<file path="src/pem_pkg.sv">
package pem_pkg;

	localparam int MaxWidth  = 1024;
	localparam int MaxHeight = 4096;
	localparam int ColW      = $clog2(MaxWidth);
	localparam int RowW      = $clog2(MaxHeight);
	localparam int FwW       = ColW + 1;
	localparam int FhW       = RowW + 1;
	localparam int PixW      = 8;
	localparam int GradW     = 11;
	localparam int AbsW      = 10;
	localparam int SumW      = 2 * AbsW + 1;

	localparam logic [FwW-1:0] WidthReset  = FwW'(640);
	localparam logic [FhW-1:0] HeightReset = FhW'(480);

	localparam logic ACT_PIXEL = 1'b0;
	localparam logic ACT_DRAIN = 1'b1;

	localparam logic REG_WIDTH  = 1'b0;
	localparam logic REG_HEIGHT = 1'b1;

	typedef struct packed {
		logic            action;
		logic [PixW-1:0] pixel;
	} in_item_t;

	typedef struct packed {
		logic [PixW-1:0] magnitude;
		logic [RowW-1:0] out_row;
		logic [ColW-1:0] out_col;
		logic            frame_last;
	} out_item_t;

	typedef struct packed {
		logic signed [GradW-1:0] gx;
		logic signed [GradW-1:0] gy;
		logic [RowW-1:0]         row;
		logic [ColW-1:0]         col;
		logic                    last;
	} grad_t;

	typedef struct packed {
		logic full;
		logic empty;
	} q_stat_t;

	typedef enum logic [2:0] {
		F_IDLE,
		F_PX_WAIT,
		F_PX_WIN,
		F_PX_EMIT,
		F_DR_READ,
		F_DR_EMIT
	} front_state_t;

	typedef enum logic [1:0] {
		B_IDLE,
		B_SQUARE,
		B_ROOT,
		B_DONE
	} back_state_t;

endpackage

</file>
<file path="src/pem_fifo.sv">
module pem_fifo (
	input  logic             clk,
	input  logic             arst_n,
	input  logic             push,
	input  pem_pkg::grad_t   push_data,
	input  logic             pop,
	output pem_pkg::grad_t   pop_data,
	output pem_pkg::q_stat_t stat
);

	pem_pkg::grad_t mem_q [2];
	logic           wr_q, rd_q;
	logic [1:0]     count_q;

	assign pop_data   = mem_q[rd_q];
	assign stat.full  = (count_q == 2'd2);
	assign stat.empty = (count_q == 2'd0);

	always_ff @(posedge clk) begin
		if (push)
			mem_q[wr_q] <= push_data;
	end

	always_ff @(posedge clk or negedge arst_n) begin
		if (!arst_n) begin
			wr_q    <= 1'b0;
			rd_q    <= 1'b0;
			count_q <= '0;
		end else begin
			if (push)
				wr_q <= !wr_q;
			if (pop)
				rd_q <= !rd_q;
			if (push && !pop)
				count_q <= count_q + 2'd1;
			else if (pop && !push)
				count_q <= count_q - 2'd1;
		end
	end

endmodule

</file>
<file path="config.mk">
export PLATFORM = sky130hd
export DESIGN_NAME = pem_fifo
export DESIGN_NICKNAME = d
export VERILOG_FILES = /design/src/pem_pkg.sv /design/src/pem_fifo.sv
export SDC_FILE = /design/constraint.sdc
export NUM_CORES = 1
export LEC_CHECK = 0
export ABC_AREA = 1
export BUFFER_PORTS_ARGS = -buffer_cell sky130_fd_sc_hd__buf_2
export CAP_MARGIN = 40
export CORE_MARGIN = 2
export CORE_UTILIZATION = 52
export CTS_CLUSTER_SIZE = 28
export DETAILED_ROUTE_END_ITERATION = 10
export GPL_TIMING_DRIVEN = 0
export PLACE_DENSITY = 0.79
export SLEW_MARGIN = 0
export SYNTH_ARGS = -nofsm -noshare
export SYNTH_HDL_FRONTEND = slang
export SYNTH_SLANG_ARGS = --single-unit
</file>
<file path="constraint.sdc">
create_clock -name clk -period 3.6 [get_ports clk]
set_clock_uncertainty 0.15 [all_clocks]
set_input_delay 0.72 -clock clk [delete_from_list [all_inputs] [get_ports clk]]
set_output_delay 0.72 -clock clk [all_outputs]
set_load 0.1 [all_outputs]
</file>
==> results.yml <==
outcome:
  status: "finished clean"
synthesis:
  syn_nets: 215
  syn_avg_cell_area_um2: 22.14
  synth-seq-cells: 94
  ys_types: 14
  syn-cell-area_mm2: 0.003654
  syn_inst: 165
  yosysTopAreaCell: "edfxtp_1"
  yosys.area.top_type_share_pct: 73.97
  ys_seq_area_share_pct: 76.71
  netlist_top_cells_area: "edfxtp_1 74%, mux2_4 16%, dfrtp_1 2.7%, buf_12 2.2%, mux2_2 1.8%"
  synth_warnings: 0
route:
  met2WireLength_um: 3094
  routed.top_layer: "met4"
  detail_route.iter0.violations: 51
  route.vias.total: 1797
  routedLengthMet1_um: 2328
  dr.pass1.iters: 4
  routed_wl_um: 5774
  via_per_inst: 4.792
  wire_per_inst_um: 15.40
  drc: 0
  wl_met3_um: 242
  postRouteAntennaNets: 0
die:
  fp.dieH_um: 87.82
  start_util_pct: 53.78
  pin_count: 96
  die_area_mm2: 0.007712
  coreArea_mm2: 0.006794
  rows: 30
  die_w_um: 87.82
critical_path:
  crit_fanout: 10
  required_ns: 2.73
  cp_slowest_stage_delay_ns: 0.42
  cp-end-kind: "primary output"
  crit_arrival_ns: 1.67
  critical-path-top-delay-family: "buffers and inverters"
  start_kind: "flip-flop"
  path_cells: "buf_6, buf_12, mux2_4, buf_2"
  path_buf_inv: 3
  critPathKind: "reg -> out"
  slowest_stage: "buf_2"
final_layout:
  final_cell_mix: "95 x buf_2, 90 x edfxtp_1, 39 x mux2_4"
  diodes: 0
  drive_gt1_share_pct: 58.42
  fin_area_mm2: 0.004497
  areaGrowthSynthToFinish_pct: 23.08
  nets: 324
  layout_commonest_cell: "buf_2"
clock_tree:
  path_clk_slew_ns: 0.09
  cts-root-buf: "clkbuf_8"
  cts_tree: "built"
  clk_latency_ns: 0.34
  cts_made_buffers: 9
  hold_buffers: 0
  cts_setup_buffers: 0
  htree_levels: 3
  cts_resized: 0
  cts.path.max_buffers: 2
  cts_sinks: 94
sta:
  drv_slew: 0
  slew-limit-headroom_pct: 62.28
  fin_crit_sh_pct: 70.60
  setup_viol: 0
  fmax_mhz: 393.5
  min_period_ns: 2.541
  tightest_slew_ns: 0.5645
  hold_viol: 0
  rsz0062_at_grt: "false"
global_routing:
  grt_pass1_vias: 1820
  antenna_found_initial: 0
  grt_pass1_wl_um: 8790
  overflow: 0
  grt_max_degree: 37
  grt_usage_pct: 15.66
place:
  portBuffers: 95
  placed_cell_area_mm2: 0.004297
  hpwlAfterDp_um: 4013
  place_congestion: 0.7104
run:
  cap_violations: 0
hold_path:
  hold_path.class: "reg -> reg"
layer usage:
| layer | up-vias | global-route usage, % |
|---|---|---|
| li1 | 851 | - |
| met1 | 885 | 19.06 |
| met2 | 51 | 26.24 |
| met3 | 10 | 4.053 |
| met4 | 0 | 7.413 |
| met5 | - | 0 |
final timing paths:
path / from / to / slack [ns] / cells past startpoint
setup / recovery: rd_q$_DFFE_PN0P_ / pop_data[34] / 1.06 / 4
hold / removal: count_q[1]$_DFFE_PN0P_ / count_q[1]$_DFFE_PN0P_ / 0.37 / 2
setup reg to reg: wr_q$_DFFE_PN0P_ / mem_q[0][13]$_DFFE_PP_ / 1.95 / 2
hold reg to reg: count_q[1]$_DFFE_PN0P_ / count_q[1]$_DFFE_PN0P_ / 0.37 / 2
max in group asynchronous: arst_n / wr_q$_DFFE_PN0P_ / 2.63 / 2
min in group asynchronous: arst_n / count_q[1]$_DFFE_PN0P_ / 0.54 / 2
state kept, by name (all words and copies together) (netlist names):
signal   count
wr_q         1
mem_q       90
count_q      2
rd_q         1
worst reg2reg max path, stage by stage (launching register included):
cell and delay (ns):
dfrtp_1 0.44, nor2_4 0.49, buf_12 0.27
cells in the mapped netlist (all sizes together):
cell	instances
edfxtp	90
mux2	45
inv	7
buf	5
nand2	5
dfrtp	4
nor2	3
xor2	2
ha	1
nand3	1
nand4	1
xnor2	1
cell families (layout without fill, tap and decap cells):
logic type	Yosys count	count (layout)	synth area share, %
xor gates and xnor gates	3	3	0.7193
and+or+nand+nor	10	10	1.130
muxes	45	45	17.88
buffers and inverters	12	126	3.219
DFF	94	94	76.71
adders and majority gates	1	1	0.3424
cell type report:
type,instances,area [um^2]
inverters,7,26.28
plain buffers,5,91.34
fillers,459,2297
repair buffers,98,525.5
flip-flops and latches,94,2803
well taps,96,120.1
clock inverters,6,62.56
multi-input cells,59,740.7
clock buffers,10,127.6
metrics by stage:
| step | setup TNS [ns] | util (%) | cells | hold WS, ns | setup WS, ns |
|---|---|---|---|---|---|
| floorplan | 0 | - | 165 | 0.2744 | 0.3499 |
| global placement | -36.76 | 62.54 | 356 | 0.3260 | -0.8187 |
| detailed placement | 0 | 63.24 | 358 | 0.3590 | 1.425 |
| CTS | 0 | 66.04 | 374 | 0.004454 | 1.030 |
| global route | 0 | 66.19 | 375 | 0.3850 | 0.9801 |
| finish | 0 | 66.19 | 375 | 0.3705 | 1.059 |
Power is left out: the tool's default activity adds up to more than one toggle a clock period on the data nets, which glitch-free logic cannot reach.
