[src/pem_pkg.sv]
package pem_pkg;

	localparam int MaxWidth  = 1024;
	localparam int MaxHeight = 4096;
	localparam int ColW      = $clog2(MaxWidth);
	localparam int RowW      = $clog2(MaxHeight);
	localparam int FwW       = ColW + 1;
	localparam int FhW       = RowW + 1;
	localparam int PixW      = 8;
	localparam int GradW     = 11;
	localparam int AbsW      = 10;
	localparam int SumW      = 2 * AbsW + 1;

	localparam logic [FwW-1:0] WidthReset  = FwW'(640);
	localparam logic [FhW-1:0] HeightReset = FhW'(480);

	localparam logic ACT_PIXEL = 1'b0;
	localparam logic ACT_DRAIN = 1'b1;

	localparam logic REG_WIDTH  = 1'b0;
	localparam logic REG_HEIGHT = 1'b1;

	typedef struct packed {
		logic            action;
		logic [PixW-1:0] pixel;
	} in_item_t;

	typedef struct packed {
		logic [PixW-1:0] magnitude;
		logic [RowW-1:0] out_row;
		logic [ColW-1:0] out_col;
		logic            frame_last;
	} out_item_t;

	typedef struct packed {
		logic signed [GradW-1:0] gx;
		logic signed [GradW-1:0] gy;
		logic [RowW-1:0]         row;
		logic [ColW-1:0]         col;
		logic                    last;
	} grad_t;

	typedef struct packed {
		logic full;
		logic empty;
	} q_stat_t;

	typedef enum logic [2:0] {
		F_IDLE,
		F_PX_WAIT,
		F_PX_WIN,
		F_PX_EMIT,
		F_DR_READ,
		F_DR_EMIT
	} front_state_t;

	typedef enum logic [1:0] {
		B_IDLE,
		B_SQUARE,
		B_ROOT,
		B_DONE
	} back_state_t;

endpackage

[src/pem_back.sv]
module pem_back (
	input  logic               clk,
	input  logic               arst_n,
	input  pem_pkg::q_stat_t   q_stat,
	input  pem_pkg::grad_t     q_data,
	output logic               q_pop,
	output logic               out_valid,
	output pem_pkg::out_item_t out_item,
	input  logic               out_stall
);

	pem_pkg::back_state_t state_q, state_d;

	pem_pkg::grad_t            ent_q;
	logic [pem_pkg::SumW-1:0]  sum_q;
	logic [pem_pkg::PixW-1:0]  root_q;
	logic [2:0]                bit_q;
	logic                      out_valid_q;
	pem_pkg::out_item_t        out_q;

	logic [pem_pkg::AbsW-1:0]  ax, ay;
	logic [pem_pkg::GradW-1:0] nx, ny;
	logic [pem_pkg::PixW-1:0]  trial;
	logic [2*pem_pkg::PixW-1:0] trial_sq;
	logic                      sat;
	logic                      load;

	assign nx  = ent_q.gx[pem_pkg::GradW-1] ? -ent_q.gx : ent_q.gx;
	assign ny  = ent_q.gy[pem_pkg::GradW-1] ? -ent_q.gy : ent_q.gy;
	assign ax  = nx[pem_pkg::AbsW-1:0];
	assign ay  = ny[pem_pkg::AbsW-1:0];
	assign sat = (sum_q[pem_pkg::SumW-1:2*pem_pkg::PixW] != '0);
	assign trial    = root_q | (pem_pkg::PixW'(1) << bit_q);
	assign trial_sq = trial * trial;
	assign load     = (state_q == pem_pkg::B_DONE) && (!out_valid_q || !out_stall);

	assign out_valid = out_valid_q;
	assign out_item  = out_q;

	always_comb begin
		state_d = state_q;
		q_pop   = 1'b0;
		unique case (state_q)
			pem_pkg::B_IDLE: begin
				if (!q_stat.empty) begin
					q_pop   = 1'b1;
					state_d = pem_pkg::B_SQUARE;
				end
			end
			pem_pkg::B_SQUARE: state_d = pem_pkg::B_ROOT;
			pem_pkg::B_ROOT: begin
				if (sat || bit_q == 3'd0)
					state_d = pem_pkg::B_DONE;
			end
			pem_pkg::B_DONE: begin
				if (load)
					state_d = pem_pkg::B_IDLE;
			end
			default: state_d = pem_pkg::B_IDLE;
		endcase
	end

	always_ff @(posedge clk or negedge arst_n) begin
		if (!arst_n) begin
			state_q     <= pem_pkg::B_IDLE;
			out_valid_q <= 1'b0;
		end else begin
			state_q <= state_d;
			if (load)
				out_valid_q <= 1'b1;
			else if (!out_stall)
				out_valid_q <= 1'b0;
		end
	end

	// one result bit per cycle, most significant first
	always_ff @(posedge clk) begin
		if (q_pop)
			ent_q <= q_data;
		if (state_q == pem_pkg::B_SQUARE) begin
			sum_q  <= pem_pkg::SumW'(ax) * pem_pkg::SumW'(ax)
				+ pem_pkg::SumW'(ay) * pem_pkg::SumW'(ay);
			root_q <= '0;
			bit_q  <= 3'd7;
		end
		if (state_q == pem_pkg::B_ROOT) begin
			if (sat)
				root_q <= '1;
			else if (trial_sq <= sum_q[2*pem_pkg::PixW-1:0])
				root_q <= trial;
			bit_q <= bit_q - 3'd1;
		end
		if (load) begin
			out_q.magnitude  <= root_q;
			out_q.out_row    <= ent_q.row;
			out_q.out_col    <= ent_q.col;
			out_q.frame_last <= ent_q.last;
		end
	end

endmodule

[config.mk]
export PLATFORM = sky130hd
export DESIGN_NAME = pem_back
export DESIGN_NICKNAME = d
export VERILOG_FILES = /design/src/pem_pkg.sv /design/src/pem_back.sv
export SDC_FILE = /design/constraint.sdc
export NUM_CORES = 1
export LEC_CHECK = 0
export BUFFER_PORTS_ARGS = -buffer_cell sky130_fd_sc_hd__buf_2
export CAP_MARGIN = 10
export CORE_UTILIZATION = 40
export CTS_CLUSTER_SIZE = 8
export DETAILED_ROUTE_END_ITERATION = 12
export PLACE_DENSITY = 0.64
export SLEW_MARGIN = 15
export SYNTH_ARGS = -nofsm -noshare
export SYNTH_HDL_FRONTEND = slang
export SYNTH_SLANG_ARGS = --single-unit
[constraint.sdc]
create_clock -name clk -period 8.7 [get_ports clk]
set_input_delay 1.74 -clock clk [delete_from_list [all_inputs] [get_ports clk]]
set_output_delay 1.74 -clock clk [all_outputs]
set_load 0.05 [all_outputs]
==> metrics <==
Cell Area, Synth=approximately 12,000 µm²; syn_nets=approximately 1,500; Cells after Synth=1,114; Pre-antenna DRT Iters=5; post-cts resize count=0; Core ar.=28,600 µm²; post-route ant nets=0; routability cong.=around 0.92; vias in the first global route=between 8,000 and 9,000; most frequent cells in the layout=inv_1 (281), fa_1 (154), ha_1 (144); Max FO, Critical Path=13; Fmax=130 MHz; skew final=roughly 0.016 ns; worst endpoint required time=slightly below 9 ns; Root Buffer=clkbuf_16; # nets final=approximately 1,600; Tmin final=between 7 and 8 ns; Hold/Removal Path Class=reg -> reg; initial cell density of the core=0.407; Avg Cell Area, Syn=roughly 10 µm²; Setup crit end kind=flip-flop; hold_buf cts=0; Critical Path Sink=sum_q[18]$_DFFE_PP_; worst reg2reg startpoint=ent_q[23]$_DFFE_PP_; htree depth=3; RSZ-0062 raised after global routing=false; slew of the pin with the lowest slew margin=1.19 ns; Worst setup SP type=flip-flop; reg2reg path depth=23; CTS Buf Count=9; die width=173 µm; WP data arrival=~8 ns; Core Util, Final=0.451; EDFF count, synth=100; status=finished clean; GRT Overall Usage=0.156; fraction of registers with async set/reset=0.0270; Hold Slack=between 0.4 and 0.5 ns; post-DR wirelength/cell=~13 µm; met3 WL post-DR=1.38 mm; CTS tree=built; placed inst area=about 13,000 µm²; setup repair bufs after CTS=0; warnings from Yosys=0; initial DRC count=348; drt via density=4.79; Slew Limit Fails=0; WL met2=10.4 mm; R2R Setup Slk=~1.0 ns; final non-filler cell area=around 13,000 µm²; final worst-path cycle share=0.882; max cap viols=0; clk sinks=~110; Clock Latency Late Sink=between 0.3 and 0.4 ns; total grt overflow=0; register area share after synthesis=0.278; post-synth top area share=0.265; M1 wire length=9.50 mm; drt drc=0; Ant. Diodes=0; Hold Fails Final Rpt=0; aggregate routed wire length=around 22 mm; layout cell share with drive strength beyond 1=0.108; Clock Path Buffers=2; largest net degree at the start of global routing=between 40 and 50; antenna violations before repair=0; top sig layer=met4; die area=a little under 30,000 µm²; port buffer count=around 80; FP Rows=62; TNS Setup=0 ns; most common cell after layout, fill and taps aside=inv_1; Yosys cell types=~60; Worst-path clk slew=roughly 0.080 ns; # setup viols final=0; Ports=83; Vias=7,657; first-pass GRT wire length=~37 mm; Synth Register Bits=about 110; Synth Flop Type=edfxtp_1; Slew headroom=0.200; DP HPWL=18.2 mm; reg2reg end=sum_q[18]$_DFFE_PP_; cell taking the most area after synthesis=fa_1; chip height=roughly 170 µm; Worst Setup SP=ent_q[23]$_DFFE_PP_; top cells by area, synth=fa_1 (26%), edfxtp_1 (26%), ha_1 (15%); synthesis-to-finish area growth=10.8%; Crit Path Class=reg -> reg
## kinds of logic (layout without fill, tap and decap cells)
family                   Yosys count  count (layout)  share of synthesized area
AO/OA/AOI/OAI                    118             118                     0.0681
multiplexers                       2               2                    0.00215
buffers and inverters            294             394                     0.0948
XOR/XNOR                          67              67                     0.0533
AND/OR/NAND/NOR                  224             224                     0.0835
adder cells (fa/ha/maj)          298             298                      0.420
flip-flops                       111             111                      0.278
## cell type report
type	instances	area (µm²)
well taps	384	480
fillers	2708	15700
inverters	284	1070
clock inverters	6	76.3
repair buffers	94	503
multi-input cells	709	7310
flip-flops and latches	111	3240
clock buffers	10	229
## how the worst min path moves through the flow
stage,from,slack [ns],cells after the start,to
after floorplan,ent_q[0]$_DFFE_PP_,0.40,0,out_item[0]$_DFFE_PP_
after global placement,ent_q[12]$_DFFE_PP_,0.40,0,out_item[12]$_DFFE_PP_
after detailed placement,ent_q[20]$_DFFE_PP_,0.40,0,out_item[20]$_DFFE_PP_
after CTS,ent_q[9]$_DFFE_PP_,0.42,0,out_item[9]$_DFFE_PP_
after global routing,ent_q[9]$_DFFE_PP_,0.43,0,out_item[9]$_DFFE_PP_
final,ent_q[9]$_DFFE_PP_,0.42,0,out_item[9]$_DFFE_PP_
## synth_stat cells (2+ instances only)
| master | count |
|---|---|
| o22ai_1 | 10 |
| a211oi_1 | 4 |
| a31o_2 | 4 |
| or2_2 | 3 |
| o21bai_1 | 3 |
| dfrtp_1 | 3 |
| a221oi_2 | 2 |
| clkbuf_1 | 8 |
| a21boi_0 | 3 |
| o21ai_0 | 23 |
| nor2b_1 | 5 |
| ha_1 | 144 |
| nand2b_1 | 7 |
| a21oi_1 | 28 |
| nor3_1 | 9 |
| dfxtp_1 | 8 |
| o31ai_1 | 2 |
| nor2_1 | 89 |
| a21o_1 | 17 |
| or3_1 | 4 |
| xor2_1 | 24 |
| nand2_1 | 85 |
| a31oi_1 | 4 |
| o21a_1 | 4 |
| xnor2_1 | 40 |
| and3_1 | 4 |
| fa_1 | 154 |
| inv_1 | 281 |
| edfxtp_1 | 100 |
| nand3_1 | 6 |
| o31a_1 | 2 |
| nand4_1 | 3 |
| clkinv_1 | 2 |
| buf_1 | 2 |
## worst max-delay path, cell delays in order (launching register included)
cell and delay, ns:
edfxtp_1 0.53, inv_1 0.41, ha_1 0.28, nand2b_1 0.17
xor2_1 0.61, nor2_1 0.14, fa_1 0.60, fa_1 0.44
ha_1 0.31, fa_1 0.48, inv_1 0.05, fa_1 0.47
inv_1 0.05, fa_1 0.47, inv_1 0.06, fa_1 0.50
inv_1 0.04, ha_1 0.36, and3_1 0.21, a221oi_2 0.29
o21ai_1 0.23, a221oi_2 0.41, a21boi_0 0.17, xor2_1 0.16
## state kept, by name, indices dropped and copies added (netlist names)
signal     count
root_q         8
bit_q          3
sum_q         21
out_item      31
ent_q         45
state_q        2
out_valid      1
## layer usage
metal / up-vias / track usage
li1: 3711 / -
met1: 3731 / 0.204
met5: - / 0
met3: 18 / 0.0303
met4: 0 / 0.0335
met2: 197 / 0.267
## stage by stage
| step | std cells | setup WS (ns) |
|---|---|---|
| floorplan | 1114 | 1.68 |
| global placement | 1582 | 1.07 |
| detailed placement | 1582 | 1.03 |
| CTS | 1598 | 0.995 |
| global route | 1598 | 0.544 |
| finish | 1598 | 1.02 |
Power is left out: the tool's default activity adds up to more than one toggle a clock period on the data nets, which glitch-free logic cannot reach.
